<file path="src/design/bdlp_pkg.sv">
// ----------------------------------------------------------------------------
// bdlp_pkg: shared definitions for the button debounce / long press block
// Button count, field widths, register indexes and reset values, and the
// structs passed between the top level, the lanes and the merge stage.
// ----------------------------------------------------------------------------
`default_nettype none

package bdlp_pkg;

	// number of debounced buttons, one lane each
	localparam int BUTTON_COUNT = 4;

	// widths of the payload fields
	localparam int FIELD_W  = 4;
	localparam int SETTLE_W = 8;
	localparam int HOLD_W   = 16;

	// configuration port
	localparam int CFG_INDEX_W = 2;
	localparam int CFG_DATA_W  = 16;

	localparam logic [CFG_INDEX_W-1:0] REG_SETTLE_TICKS = 2'd0;
	localparam logic [CFG_INDEX_W-1:0] REG_HOLD_TICKS   = 2'd1;

	localparam logic [SETTLE_W-1:0] SETTLE_RESET = 8'd30;
	localparam logic [HOLD_W-1:0]   HOLD_RESET   = 16'd800;

	// effective thresholds, zero already mapped to one
	typedef struct packed {
		logic [SETTLE_W-1:0] need_settle;
		logic [HOLD_W-1:0]   need_hold;
	} bdlp_cfg_t;

	// events one lane found on the current tick
	typedef struct packed {
		logic short_ev;
		logic long_ev;
	} bdlp_evt_t;

endpackage

`default_nettype wire

</file>
<file path="src/design/bdlp_lane.sv">
// ----------------------------------------------------------------------------
// bdlp_lane: debounce and long press core for one button
// Settle counter confirms the raw level; hold counter times a confirmed
// press. State advances once per accepted tick.
// ----------------------------------------------------------------------------
`default_nettype none

module bdlp_lane
	import bdlp_pkg::*;
(
	input  wire logic      clk,
	input  wire logic      arst_n,
	input  wire logic      advance,
	input  wire logic      raw,
	input  wire bdlp_cfg_t cfg,
	output bdlp_evt_t      evt
);

	logic                last_raw_q;
	logic [SETTLE_W-1:0] settle_count_q;
	logic                settle_pending_q;
	logic                confirmed_q;
	logic [HOLD_W-1:0]   hold_count_q;
	logic                hold_running_q;
	logic                long_done_q;

	logic                last_raw_d;
	logic [SETTLE_W-1:0] settle_count_d;
	logic                settle_pending_d;
	logic                confirmed_d;
	logic [HOLD_W-1:0]   hold_count_d;
	logic                hold_running_d;
	logic                long_done_d;
	logic                short_ev;
	logic                long_ev;
	logic [HOLD_W:0]     hold_next;
	logic [SETTLE_W:0]   settle_next;

	// next state: hold counter first, then settling
	always_comb begin
		last_raw_d       = last_raw_q;
		settle_count_d   = settle_count_q;
		settle_pending_d = settle_pending_q;
		confirmed_d      = confirmed_q;
		hold_count_d     = hold_count_q;
		hold_running_d   = hold_running_q;
		long_done_d      = long_done_q;
		short_ev         = 1'b0;
		long_ev          = 1'b0;
		hold_next        = {1'b0, hold_count_q} + {{HOLD_W{1'b0}}, 1'b1};
		settle_next      = {1'b0, settle_count_q} + {{SETTLE_W{1'b0}}, 1'b1};

		// hold timer, saturates at the threshold
		if (hold_running_q) begin
			if (hold_next >= {1'b0, cfg.need_hold}) begin
				hold_running_d = 1'b0;
				long_done_d    = 1'b1;
				long_ev        = 1'b1;
				hold_count_d   = cfg.need_hold;
			end else begin
				hold_count_d = hold_next[HOLD_W-1:0];
			end
		end

		// settle timer
		if (raw != last_raw_q) begin
			last_raw_d       = raw;
			settle_count_d   = '0;
			settle_pending_d = 1'b1;
		end else if (settle_pending_q) begin
			if (settle_next >= {1'b0, cfg.need_settle}) begin
				settle_pending_d = 1'b0;
				settle_count_d   = cfg.need_settle;
				// settled level differs from confirmed: a real edge
				if (raw != confirmed_q) begin
					confirmed_d = raw;
					if (raw) begin
						long_done_d    = 1'b0;
						hold_count_d   = '0;
						hold_running_d = 1'b1;
					end else begin
						hold_running_d = 1'b0;
						short_ev       = ~long_done_d;
					end
				end
			end else begin
				settle_count_d = settle_next[SETTLE_W-1:0];
			end
		end
	end

	assign evt.short_ev = short_ev;
	assign evt.long_ev  = long_ev;

	// lane state
	always_ff @(posedge clk or negedge arst_n) begin
		if (!arst_n) begin
			last_raw_q       <= 1'b0;
			settle_count_q   <= '0;
			settle_pending_q <= 1'b0;
			confirmed_q      <= 1'b0;
			hold_count_q     <= '0;
			hold_running_q   <= 1'b0;
			long_done_q      <= 1'b0;
		end else if (advance) begin
			last_raw_q       <= last_raw_d;
			settle_count_q   <= settle_count_d;
			settle_pending_q <= settle_pending_d;
			confirmed_q      <= confirmed_d;
			hold_count_q     <= hold_count_d;
			hold_running_q   <= hold_running_d;
			long_done_q      <= long_done_d;
		end
	end

endmodule

`default_nettype wire

</file>
<file path="src/design/bdlp_merge.sv">
// ----------------------------------------------------------------------------
// bdlp_merge: combines lane events into the result masks
// Packs the per-button events into the output fields and holds them in the
// output register until the receiver takes the transfer.
// ----------------------------------------------------------------------------
`default_nettype none

module bdlp_merge
	import bdlp_pkg::*;
(
	input  wire logic      clk,
	input  wire logic      arst_n,
	input  wire logic      load,
	input  wire bdlp_evt_t lane_evt [BUTTON_COUNT],
	input  wire logic      out_ready,
	output logic           out_valid,
	output logic [FIELD_W-1:0] short_mask,
	output logic [FIELD_W-1:0] long_mask,
	output logic           free
);

	logic [FIELD_W-1:0] short_bits;
	logic [FIELD_W-1:0] long_bits;
	logic               out_valid_q;
	logic [FIELD_W-1:0] short_mask_q;
	logic [FIELD_W-1:0] long_mask_q;

	// buttons beyond the field width are dropped, missing ones read zero
	for (genvar i = 0; i < FIELD_W; i++) begin : g_bit
		if (i < BUTTON_COUNT) begin : g_lane
			assign short_bits[i] = lane_evt[i].short_ev;
			assign long_bits[i]  = lane_evt[i].long_ev;
		end else begin : g_none
			assign short_bits[i] = 1'b0;
			assign long_bits[i]  = 1'b0;
		end
	end

	// output register is free when empty or drained this cycle
	assign free = ~out_valid_q | out_ready;

	always_ff @(posedge clk or negedge arst_n) begin
		if (!arst_n) begin
			out_valid_q <= 1'b0;
		end else if (free) begin
			out_valid_q <= load;
		end
	end

	always_ff @(posedge clk) begin
		if (free && load) begin
			short_mask_q <= short_bits;
			long_mask_q  <= long_bits;
		end
	end

	assign out_valid  = out_valid_q;
	assign short_mask = short_mask_q;
	assign long_mask  = long_mask_q;

endmodule

`default_nettype wire

</file>
<file path="src/design/button_debounce_long_press_top.sv">
// ----------------------------------------------------------------------------
// button_debounce_long_press_top: debounce and long press for push buttons
// Each input transfer is one time tick with the raw level of every button;
// each produces one result transfer with short and long press masks.
// ----------------------------------------------------------------------------
// Usage:
//   in channel  : in_valid/in_ready, raw_levels (bit b = button b pressed).
//   out channel : out_valid/out_ready, short_mask and long_mask for that tick.
//   cfg channel : cfg_valid/cfg_ready/cfg_index/cfg_data, always ready;
//                 index 0 = settle_ticks (8 bit), 1 = hold_ticks (16 bit),
//                 other indexes are ignored. Zero thresholds act as one.
// Output: the masks of a tick are registered and appear in the cycle after its transfer.
// Throughput: one tick per cycle while the output register is free; one lane
//   per button updates its settle and hold counters in the accepting cycle,
//   and the merge stage registers the masks.
// Stall: the output register holds a result until taken; a new tick is
//   accepted in the same cycle the held result leaves. in_ready drops only
//   while a result waits and out_ready is low.
// Reset: all buttons released and idle, no result pending, settle_ticks 30,
//   hold_ticks 800.
// ----------------------------------------------------------------------------
`default_nettype none

module button_debounce_long_press_top
	import bdlp_pkg::*;
(
	input  wire logic                   clk,
	input  wire logic                   arst_n,
	input  wire logic                   in_valid,
	output logic                        in_ready,
	input  wire logic [FIELD_W-1:0]     raw_levels,
	output logic                        out_valid,
	input  wire logic                   out_ready,
	output logic [FIELD_W-1:0]          short_mask,
	output logic [FIELD_W-1:0]          long_mask,
	input  wire logic                   cfg_valid,
	output logic                        cfg_ready,
	input  wire logic [CFG_INDEX_W-1:0] cfg_index,
	input  wire logic [CFG_DATA_W-1:0]  cfg_data
);

	logic [SETTLE_W-1:0] settle_ticks_q;
	logic [HOLD_W-1:0]   hold_ticks_q;
	bdlp_cfg_t           cfg;
	bdlp_evt_t           lane_evt [BUTTON_COUNT];
	logic                free;
	logic                advance;

	// configuration registers
	assign cfg_ready = 1'b1;

	always_ff @(posedge clk or negedge arst_n) begin
		if (!arst_n) begin
			settle_ticks_q <= SETTLE_RESET;
			hold_ticks_q   <= HOLD_RESET;
		end else if (cfg_valid && cfg_ready) begin
			unique case (cfg_index)
				REG_SETTLE_TICKS: settle_ticks_q <= cfg_data[SETTLE_W-1:0];
				REG_HOLD_TICKS:   hold_ticks_q   <= cfg_data[HOLD_W-1:0];
				default: ;
			endcase
		end
	end

	// zero thresholds behave like one
	assign cfg.need_settle = (settle_ticks_q == '0) ? SETTLE_W'(1) : settle_ticks_q;
	assign cfg.need_hold   = (hold_ticks_q == '0) ? HOLD_W'(1) : hold_ticks_q;

	// input transfer
	assign in_ready = free;
	assign advance  = in_valid & free;

	// one lane per button
	for (genvar b = 0; b < BUTTON_COUNT; b++) begin : g_lane
		logic raw_bit;
		if (b < FIELD_W) begin : g_in
			assign raw_bit = raw_levels[b];
		end else begin : g_zero
			assign raw_bit = 1'b0;
		end

		bdlp_lane u_lane (
			.clk     (clk),
			.arst_n  (arst_n),
			.advance (advance),
			.raw     (raw_bit),
			.cfg     (cfg),
			.evt     (lane_evt[b])
		);
	end

	// merge and output register
	bdlp_merge u_merge (
		.clk        (clk),
		.arst_n     (arst_n),
		.load       (advance),
		.lane_evt   (lane_evt),
		.out_ready  (out_ready),
		.out_valid  (out_valid),
		.short_mask (short_mask),
		.long_mask  (long_mask),
		.free       (free)
	);

endmodule

`default_nettype wire

</file>
<file path="config.mk">
export PLATFORM = sky130hd
export DESIGN_NAME = button_debounce_long_press_top
export DESIGN_NICKNAME = d
export VERILOG_FILES = /design/src/design/bdlp_pkg.sv /design/src/design/bdlp_lane.sv /design/src/design/bdlp_merge.sv /design/src/design/button_debounce_long_press_top.sv
export SDC_FILE = /design/constraint.sdc
export NUM_CORES = 1
export LEC_CHECK = 0
export BUFFER_PORTS_ARGS = -buffer_cell sky130_fd_sc_hd__buf_2
export CORE_MARGIN = 2
export CORE_UTILIZATION = 50
export DETAILED_ROUTE_END_ITERATION = 6
export GPL_TIMING_DRIVEN = 0
export PLACE_DENSITY = 0.66
export SYNTH_ARGS = -nofsm -noshare
export SYNTH_HDL_FRONTEND = slang
export SYNTH_SLANG_ARGS = --single-unit
</file>
<file path="constraint.sdc">
create_clock -name clk -period 4.5 [get_ports clk]
set_input_delay 0.45 -clock clk [delete_from_list [all_inputs] [get_ports clk]]
set_output_delay 0.45 -clock clk [all_outputs]
set_load 0.005 [all_outputs]
</file>
# Word-level counts from Yosys, hierarchy flattened
# Cells that the tools add are included.
[classes] addsub=8 n_eq_ne=9 magnitude_cmp=8 bitwise_logic=23 reduce_logical=26 n_mux=114
[op_table] op="$mux W16" n=29
[op_table] op="$mux W8" n=13
[op_table] op="$mux W1" n=72
[op_table] op="$add A16 B1 Y17 const B" n=4
[op_table] op="$ge A17 B16 Y1" n=4
[op_table] op="$add A8 B1 Y9 const B" n=4
[op_table] op="$ge A9 B8 Y1" n=4
[op_table] op="$not A1 Y1" n=21
[op_table] op="$reduce_and A2 Y1" n=10
[op_table] op="$reduce_and A5 Y1" n=4
[op_table] op="$reduce_or A5 Y1" n=4
[op_table] op="$logic_not A16 Y1" n=1
[op_table] op="$logic_not A8 Y1" n=1
[op_table] op="$ne A1 B1 Y1" n=8
[op_table] op="$reduce_bool A2 Y1" n=4
[op_table] op="$eq A2 B1 Y1 const B" n=1
[op_table] op="$logic_not A2 Y1" n=1
[op_table] op="$and A1 B1 Y1" n=1
[op_table] op="$logic_and A1 B1 Y1" n=1
[op_table] op="$or A1 B1 Y1" n=1
[word_totals] regBits=149 out_inout_bits=11 wordCells=227 input_bits=27

# Depth between registers and ports, before layout
# Gate-level depths: netlist of the first run.
[logic_depth] word_depth=10 ltp_mapped=17 mapped_depth_nobuf=14

# Modules after synthesis
# Synthesis of the first run repeated with hierarchy kept, for this count alone.
[hier_totals] cells_unflattened=1292 hier_area_um2=11494.8
[modules_own_cells] mod="bdlp_lane at g_lane[0].u_lane ..." cells_per_inst=295 instances=3 seq_area_each_um2=725.7 area_each_um2=2504.9
[modules_own_cells] mod="bdlp_lane at g_lane[3].u_lane" cells_per_inst=311 instances=1 seq_area_each_um2=725.7 area_each_um2=2601.2
[modules_own_cells] mod="button_debounce_long_press_top" cells_per_inst=84 instances=1 seq_area_each_um2=609.3 area_each_um2=1084.8
[modules_own_cells] mod="bdlp_merge" cells_per_inst=12 instances=1 seq_area_each_um2=265.3 area_each_um2=294.0

# Least setup slack after synthesis of the first run
# OpenSTA, ideal clock, no wires.
[synth_path] path_kind="reg-to-reg" from="register g_lane[0].u_lane.hold_count_q[0]" to="register g_lane[0].u_lane.hold_count_q[13]" path_stages_with_launch=15 period_less_slack_ns=3.463 path_slack_ns=1.037 required_ns=4.358 setup_time_ns=0.142 arrival_ns=3.321 n_path_buf=1 cell_sequence="dfrtp_1 nand3_1 nor3_1 and3_1 nand3_1 xnor2_1 ha_1 nand3_1 nor2_1 a221oi_1 o211ai_2 nor2_4 buf_6 mux2i_1 o22ai_1"
[synth_between] elab_chain_len=9
[synth_rtl] item="start, declared" line="bdlp_lane.sv:23" rtl="logic [HOLD_W-1:0] hold_count_q;"
[synth_rtl] item="start signal, assigned" line="bdlp_lane.sv:110" rtl="hold_count_q <= hold_count_d;"
[synth_rtl] item="$add A16 B1 Y17 *" line="bdlp_lane.sv:50" rtl="hold_next = {1'b0, hold_count_q} + {{HOLD_W{1'b0}}, 1'b1};"
[synth_rtl] item="$ge A17 B16 Y1" line="bdlp_lane.sv:55" rtl="if (hold_next >= {1'b0, cfg.need_hold}) begin"
[synth_rtl] item="$mux W16 *" line="bdlp_lane.sv:55"
[synth_rtl] item="$mux W16 *" line="bdlp_lane.sv:54" rtl="if (hold_running_q) begin"
[synth_rtl] item="$mux W16" line="bdlp_lane.sv:77" rtl="if (raw) begin"
[synth_rtl] item="$mux W16" line="bdlp_lane.sv:75" rtl="if (raw != confirmed_q) begin"
[synth_rtl] item="$mux W16" line="bdlp_lane.sv:71" rtl="if (settle_next >= {1'b0, cfg.need_settle}) begin"
[synth_rtl] item="$mux W16" line="bdlp_lane.sv:70" rtl="end else if (settle_pending_q) begin"
[synth_rtl] item="$mux W16 *" line="bdlp_lane.sv:66" rtl="if (raw != last_raw_q) begin"
# Mark *: on every way between the ends. The rest lies on a longest branch, timed or not.
# A chain may end at the register's enable or synchronous reset.

# Worst setup path after layout of the first run
[layout_path] from="register hold_ticks_q[8]" to="register g_lane[1].u_lane.hold_count_q[9]"
[layout_between] elab_chain_len=10
[layout_rtl] item="start, declared" line="button_debounce_long_press_top.sv:43" rtl="logic [HOLD_W-1:0] hold_ticks_q;"
[layout_rtl] item="start signal, assigned" line="button_debounce_long_press_top.sv:59" rtl="REG_HOLD_TICKS: hold_ticks_q <= cfg_data[HOLD_W-1:0];"
[layout_rtl] item="$logic_not A16 Y1" line="button_debounce_long_press_top.sv:67" rtl="assign cfg.need_hold = (hold_ticks_q == '0) ? HOLD_W'(1) : hold_ticks_q;"
[layout_rtl] item="$mux W16 *" line="button_debounce_long_press_top.sv:67"
[layout_rtl] item="$ge A17 B16 Y1" line="bdlp_lane.sv:55"
[layout_rtl] item="$mux W16 *" line="bdlp_lane.sv:55"
[layout_rtl] item="$mux W16 *" line="bdlp_lane.sv:54"
[layout_rtl] item="$mux W16" line="bdlp_lane.sv:77"
[layout_rtl] item="$mux W16" line="bdlp_lane.sv:75"
[layout_rtl] item="$mux W16" line="bdlp_lane.sv:71"
[layout_rtl] item="$mux W16" line="bdlp_lane.sv:70"
[layout_rtl] item="$mux W16 *" line="bdlp_lane.sv:66"
[layout_rtl] item="end signal, assigned" line="bdlp_lane.sv:110"
[layout_rtl] item="end, declared" line="bdlp_lane.sv:23"
# Marked as above.

==> metrics.yaml, run 1 <==
outcome: "completed"
die_area_mm2: 0.0234
antennaDiodeCount: 0
top_usage_layer: "met2"
final-hold-violation-count: 0
min_period_over_period: 0.945
dp_hpwl_mm: 22.9
wl_per_cell_um: 19.6
initial_utilization: 0.509
post_dp_cell_area_mm2: 0.0116
tritoncts: "built"
grt_pass1_wl_mm: 50.0
clock_sinks: 149
ctsHoldBuffers: 0
synth_common_cells: "dfrtp_1, nand2_1, ha_1, o21ai_0, nor2_1"
vias: 9768
drive_gt1_frac: 0.0982
power.density_mw_per_mm2: 565
die_y_um: 153
stdcell_count: 1593
tns_ps: 0
use_met3: 0.0439
netlist_instances: 1244
nNetsFinal: 1435
port_buffers: 36
clockRootBuffer: "clkbuf_16"
gp_congestion: 0.889
clk_pin_slew_ps: 70
worst_ep_required_time_ps: 4820
use_met1: 0.373
yosysWarnings: 0
synthFlopType: "dfrtp_1"
htree_levels: 4
grt_usage: 0.270
cp_max_fo: 10
cp-start-kind: "flip-flop"
numCtsBuffers: 17
post-route-drc-count: 0
dp.cells: 1561
holdWs_ps: 0.548
async_flop_share: 0.946
cts.path.max_buffers: 2
die_w_um: 153
synth-seq-cells: 149
synthesis.nets: 1379
fmax_ghz: 0.235
fin_area_mm2: 0.0122
seq_area_mm2: 0.00378
synth.distinct_cells: 70
slew_viol_final: 0
setup_viol_count_final: 0
fin_crit_ps: 4250
max_slew.worst_pin.slew_ps: 1020
leakagePower_uw: 0.00562
multi_input_area_mm2: 0.00685
coreArea_mm2: 0.0218
grt_overflow: 0
criticalPathCategory: "flip-flop to flip-flop"
clock_latency_ps: 450
ys_seq_area_frac: 0.341
grt_pass1_vias: 9300
avgSynthCellArea_um2: 8.91
dr.first_iter.drc_count: 734
dr.pass1.iters: 6
synth_top_area_frac: 0.303
crit_arrival_ps: 4580
wl_mm: 31.3
antenna_found_initial: 0
pin_count: 38
worstSetupEndpointType: "flip-flop"
cap_viol_max_count: 0
yosys.cell_count.top_type: "dfrtp_1"
syn_to_final_growth_pct: 10.2
vias_per_cell: 6.13
hp-class: "input pin to async pin"
synth_top_cell_by_area: "dfrtp_1"
clock_skew_ps: 14.8
synth.area.top_cells: "dfrtp_1, ha_1, mux2i_1"
use_met2: 0.434
slew_headroom: 0.318
grt_max_degree: 79
syn_area_mm2: 0.0111
rows: 54
synth-edff-count: 8
fill_cells: 2027
rsz0062_at_grt: "false"
vdd_drop_max_v: 0.000279
ant_nets: 0
-- metrics by stage --
step	utilization	total power, uW	worst slack (ps)
2_1_floorplan	-	4560	1040
3_3_place_gp	0.534	5370	251
3_5_place_dp	0.535	5450	250
4_1_cts	0.561	6880	206
5_1_grt	0.561	7430	22.6
6_report	0.561	6900	246
-- worst max-delay path: stages (launching register included) --
cell	delay (ps)
dfstp_2	680
nor4_1	100
a41oi_1	520
inv_1	450
ha_1	390
nand2b_1	140
a31oi_1	200
o21ai_0	160
a22oi_2	310
and2_1	200
buf_2	290
buf_2	340
mux2i_1	270
o2bb2ai_1	80
-- flip-flops by register name, indices dropped and copies added (netlist names) --
name / count
g_lane.u_lane.settle_count_q: 32
u_merge.out_valid: 1
settle_ticks_q: 8
g_lane.u_lane.settle_pending_q: 4
g_lane.u_lane.hold_running_q: 4
u_merge.long_mask: 4
g_lane.u_lane.hold_count_q: 64
u_merge.short_mask: 4
g_lane.u_lane.confirmed_q: 4
g_lane.u_lane.last_raw_q: 4
hold_ticks_q: 16
g_lane.u_lane.long_done_q: 4
-- layout by cell type (no fill, tap or decap), types with 12 or more instances in the layout --
cell type / Yosys / routed
xor2_1: 27 / 27
nor2b_1: 12 / 12
nor2_1: 77 / 77
dfrtp_1: 134 / 134
nand2_1: 116 / 116
a21oi_1: 74 / 74
o21ai_0: 91 / 91
xnor2_1: 57 / 57
inv_1: 68 / 68
ha_1: 108 / 108
mux2i_1: 53 / 53
o22ai_1: 27 / 27
o2bb2ai_1: 24 / 24
clkbuf_1: 24 / 24
nand4_1: 22 / 22
buf_2: 9 / 44
a31oi_1: 16 / 16
mux2_2: 20 / 20
nand3_1: 67 / 67
nor3_1: 29 / 28
a21o_1: 19 / 19
clkbuf_16: 0 / 17
and3_1: 25 / 25
-- routing by layer --
metal / vias up / part of all wire
li1: 4678 / -
met1: 4729 / 0.45
met2: 318 / 0.47
met3: 43 / 0.062
met4: 0 / 0.021
met5: - / 0
-- power breakdown --
group	switching, uW	internal, uW
logic	1880	1350
registers	526	1740
clock network	671	730
total	3080	3820
-- what timing repair did --
action                     4_1_cts  5_1_grt
setup buffers                    0        0
setup endpoints to repair        0       14
hold endpoints to repair         0        0
gates resized for setup          0        2
-- layout make-up --
type,instances,area share
buffer,42,0.0169
clock buffer,17,0.0348
clock inverter,15,0.0109
inverter,69,0.0212
multi-input combinational,984,0.561
sequential,149,0.309
tap,280,0.0287
timing repair buffer,37,0.0175
-- worst paths after layout --
check	endpoint	from	slack (ps)	depth (start not counted)
setup / recovery	g_lane[1].u_lane.hold_count_q[9]	hold_ticks_q[8]	250	13
hold / removal	g_lane[0].u_lane.hold_count_q[15]	arst_n	0.5	1
setup reg to reg	g_lane[1].u_lane.hold_count_q[9]	hold_ticks_q[8]	250	13
hold reg to reg	g_lane[3].u_lane.confirmed_q	g_lane[3].u_lane.confirmed_q	490	1
max in group asynchronous	hold_ticks_q[5]	arst_n	3640	2
min in group clk	hold_ticks_q[12]	cfg_data[12]	230	2
-- logic make-up after synthesis --
logic type | count (synthesis) | share of synthesized area
multiplexers | 73 | 0.0682
AO/OA/AOI/OAI | 314 | 0.181
XOR/XNOR | 84 | 0.0664
adder cells (fa/ha/maj) | 108 | 0.122
other | 1 | 0.000338
AND/OR/NAND/NOR | 404 | 0.179
flip-flops | 149 | 0.341
buffers and inverters | 111 | 0.0420
(Power assumes the default switching activity.)
==> run 2: changes to the inputs <==
--- a/config.mk
+++ b/config.mk
@@ -7,10 +7,10 @@
 export LEC_CHECK = 0
 export BUFFER_PORTS_ARGS = -buffer_cell sky130_fd_sc_hd__buf_2
 export CORE_MARGIN = 2
-export CORE_UTILIZATION = 50
+export CORE_UTILIZATION = 60
 export DETAILED_ROUTE_END_ITERATION = 6
 export GPL_TIMING_DRIVEN = 0
-export PLACE_DENSITY = 0.66
+export PLACE_DENSITY = 0.77
 export SYNTH_ARGS = -nofsm -noshare
 export SYNTH_HDL_FRONTEND = slang
 export SYNTH_SLANG_ARGS = --single-unit
==> run 2 against run 1 <==
  * Core utilization rose by 12 points
  * Non-clock buffer count did not move
  * Routed wire length fell by 3.3%
  * Critical path depth did not move
  * Global-route usage rose by 4.5 points
  * Largest cell class unchanged
==> metrics.yaml, run 2 (synthesis results as in run 1) <==
outcome: "completed"
nNetsFinal: 1435
post_dp_cell_area_mm2: 0.0116
max_stage_delay_ps: 680
dr.pass1.iters: 6
tns_ps: 0
clockRootBuffer: "clkbuf_16"
max_slew.worst_pin.slew_ps: 1020
pin_count: 38
gp_congestion: 0.946
clock_skew_ps: 8.13
worst_ep_required_time_ps: 4790
clk_pin_slew_ps: 70
grt_max_degree: 72
cp_slowest_cell: "dfstp_2"
vias_per_cell: 6.45
final-hold-violation-count: 0
internal_power_uw: 3990
worstSetupEndpointType: "flip-flop"
post-route-drc-count: 0
fin_area_mm2: 0.0122
rows: 49
cp_max_fo: 10
comb_power_share: 0.459
pwr-share-clk: 0.218
crit_arrival_ps: 4580
rrSetupSlack_ps: 200
clock_sinks: 149
fill_cells: 1460
power.density_mw_per_mm2: 575
die_area_mm2: 0.0196
share_seq_of_total_power: 0.323
grt_overflow: 0
grt_usage: 0.315
p_total_uw: 7020
port_buffers: 36
seq_area_mm2: 0.00378
critPathTopFamily: "compound AO/OA/AOI/OAI gates"
min_period_over_period: 0.955
cp-start-kind: "flip-flop"
die_w_um: 140
grt_pass1_wl_mm: 49.5
top_register: "g_lane.u_lane.hold_count_q"
slew_headroom: 0.322
vias: 9947
criticalPathCategory: "flip-flop to flip-flop"
final_cell_mix: "dfrtp_1, nand2_1, ha_1, o21ai_0, nor2_1"
fmax_ghz: 0.233
die_y_um: 140
syn_to_final_growth_pct: 10.1
cts_setup_buffers: 0
leakagePower_uw: 0.00564
reg_top3: "g_lane.u_lane.hold_count_q: 64 flops, g_lane.u_lane.settle_count_q: 32 flops, hold_ticks_q: 16 flops"
final_common_cell: "dfrtp_1"
fin_crit_ps: 4300
reg2reg_depth: 13
path_cells: "nor4_1 > a41oi_1 > inv_1 > ha_1 > nand2b_1 > a31oi_1 > o21ai_0 > a22oi_1 > and2_1 > buf_2 > buf_2 > nor2_1 > nor2_1"
initial_utilization: 0.615
rsz0062_at_grt: "false"
ant_nets: 0
grt_pass1_vias: 9635
antenna_found_initial: 0
numCtsBuffers: 17
r2r-start: "hold_ticks_q[9]"
setup_viol_count_final: 0
largest_reg_flops: 64
antennaDiodeCount: 0
drive_gt1_frac: 0.0967
htree_levels: 4
swShare: 0.431
dr.first_iter.drc_count: 863
hp-class: "input pin to async pin"
critPathBufInv: 3
multi_input_area_mm2: 0.00684
slew_viol_final: 0
cts.path.max_buffers: 2
coreArea_mm2: 0.0180
clock_latency_ps: 440
p_sw_uw: 3030
wl_per_cell_um: 19.6
vdd_drop_max_v: 0.000422
reg2reg_to: "u_merge.short_mask[1]"
wl_mm: 30.2
tritoncts: "built"
cap_viol_max_count: 0
dp_hpwl_mm: 22.1
-- run 2: cell count changes in the layout (fill, tap and decap cells not counted) --
cell,previous run,this run
clkinvlp_4,1,2
clkinv_4,2,1
a22oi_2,1,0
inv_8,4,2
clkbuf_1,24,25
a22oi_1,1,2
bufinv_16,0,3
clkinv_2,2,0
-- run 2: metrics by stage --
stage	utilization	instances	setup WS, ps	hold WS [ps]
5_1_grt	0.677	1542	22.1	68.3
3_5_place_dp	0.643	1510	245	475
2_1_floorplan	-	1244	1040	154
3_3_place_gp	0.641	1509	298	473
4_1_cts	0.677	1542	220	41.0
6_report	0.677	1542	204	19.1
-- run 2: worst register-to-register path, stage by stage (launching register included) --
cell and delay (ps):
dfstp_2 680, nor4_1 100, a41oi_1 530, inv_1 410, ha_1 380, nand2b_1 140, a31oi_1 170, o21ai_0 120
a22oi_1 430, and2_1 220, buf_2 290, buf_2 370, nor2_1 130, nor2_1 180
-- run 2: cell type report --
cell class | instances | area share
multi-input combinational | 984 | 0.561
timing repair buffer | 37 | 0.0175
buffer | 42 | 0.0169
clock inverter | 14 | 0.0155
tap | 229 | 0.0235
sequential | 149 | 0.310
clock buffer | 18 | 0.0352
inverter | 69 | 0.0212
-- run 2: routing by layer --
layer  up-vias  track usage  wire (um)
li1       4681            -          -
met1      4789        0.422      13000
met2       378        0.515      14300
met3        99       0.0523       1850
met4         0        0.124       1140
met5         -            0          0
-- run 2: power groups by stage --
stage	clock [uW]	sequential (uW)	combinational, uW
after floorplan	0	2100	2450
after global placement	0	2250	3050
after detailed placement	0	2260	3160
after CTS	1550	2250	3190
after global routing	1600	2310	3630
final	1530	2270	3220
-- run 2: worst max-delay path by stage --
stage                                                start                                 to  slack (ps)  depth (start not counted)
after global routing      g_lane[0].u_lane.hold_count_q[0]   g_lane[0].u_lane.hold_count_q[2]          20                         14
after detailed placement  g_lane[0].u_lane.hold_count_q[0]   g_lane[0].u_lane.hold_count_q[5]         240                         14
final                                      hold_ticks_q[9]              u_merge.short_mask[1]         200                         13
after floorplan           g_lane[0].u_lane.hold_count_q[0]  g_lane[0].u_lane.hold_count_q[13]        1040                         14
after global placement                     hold_ticks_q[9]              u_merge.short_mask[1]         300                         13
after CTS                 g_lane[0].u_lane.hold_count_q[0]   g_lane[0].u_lane.hold_count_q[5]         220                         14
-- run 2: what timing repair did --
item | 4_1_cts | 5_1_grt
gates resized for setup | 0 | 1
setup endpoints to repair | 0 | 12
hold buffers | 0 | 0
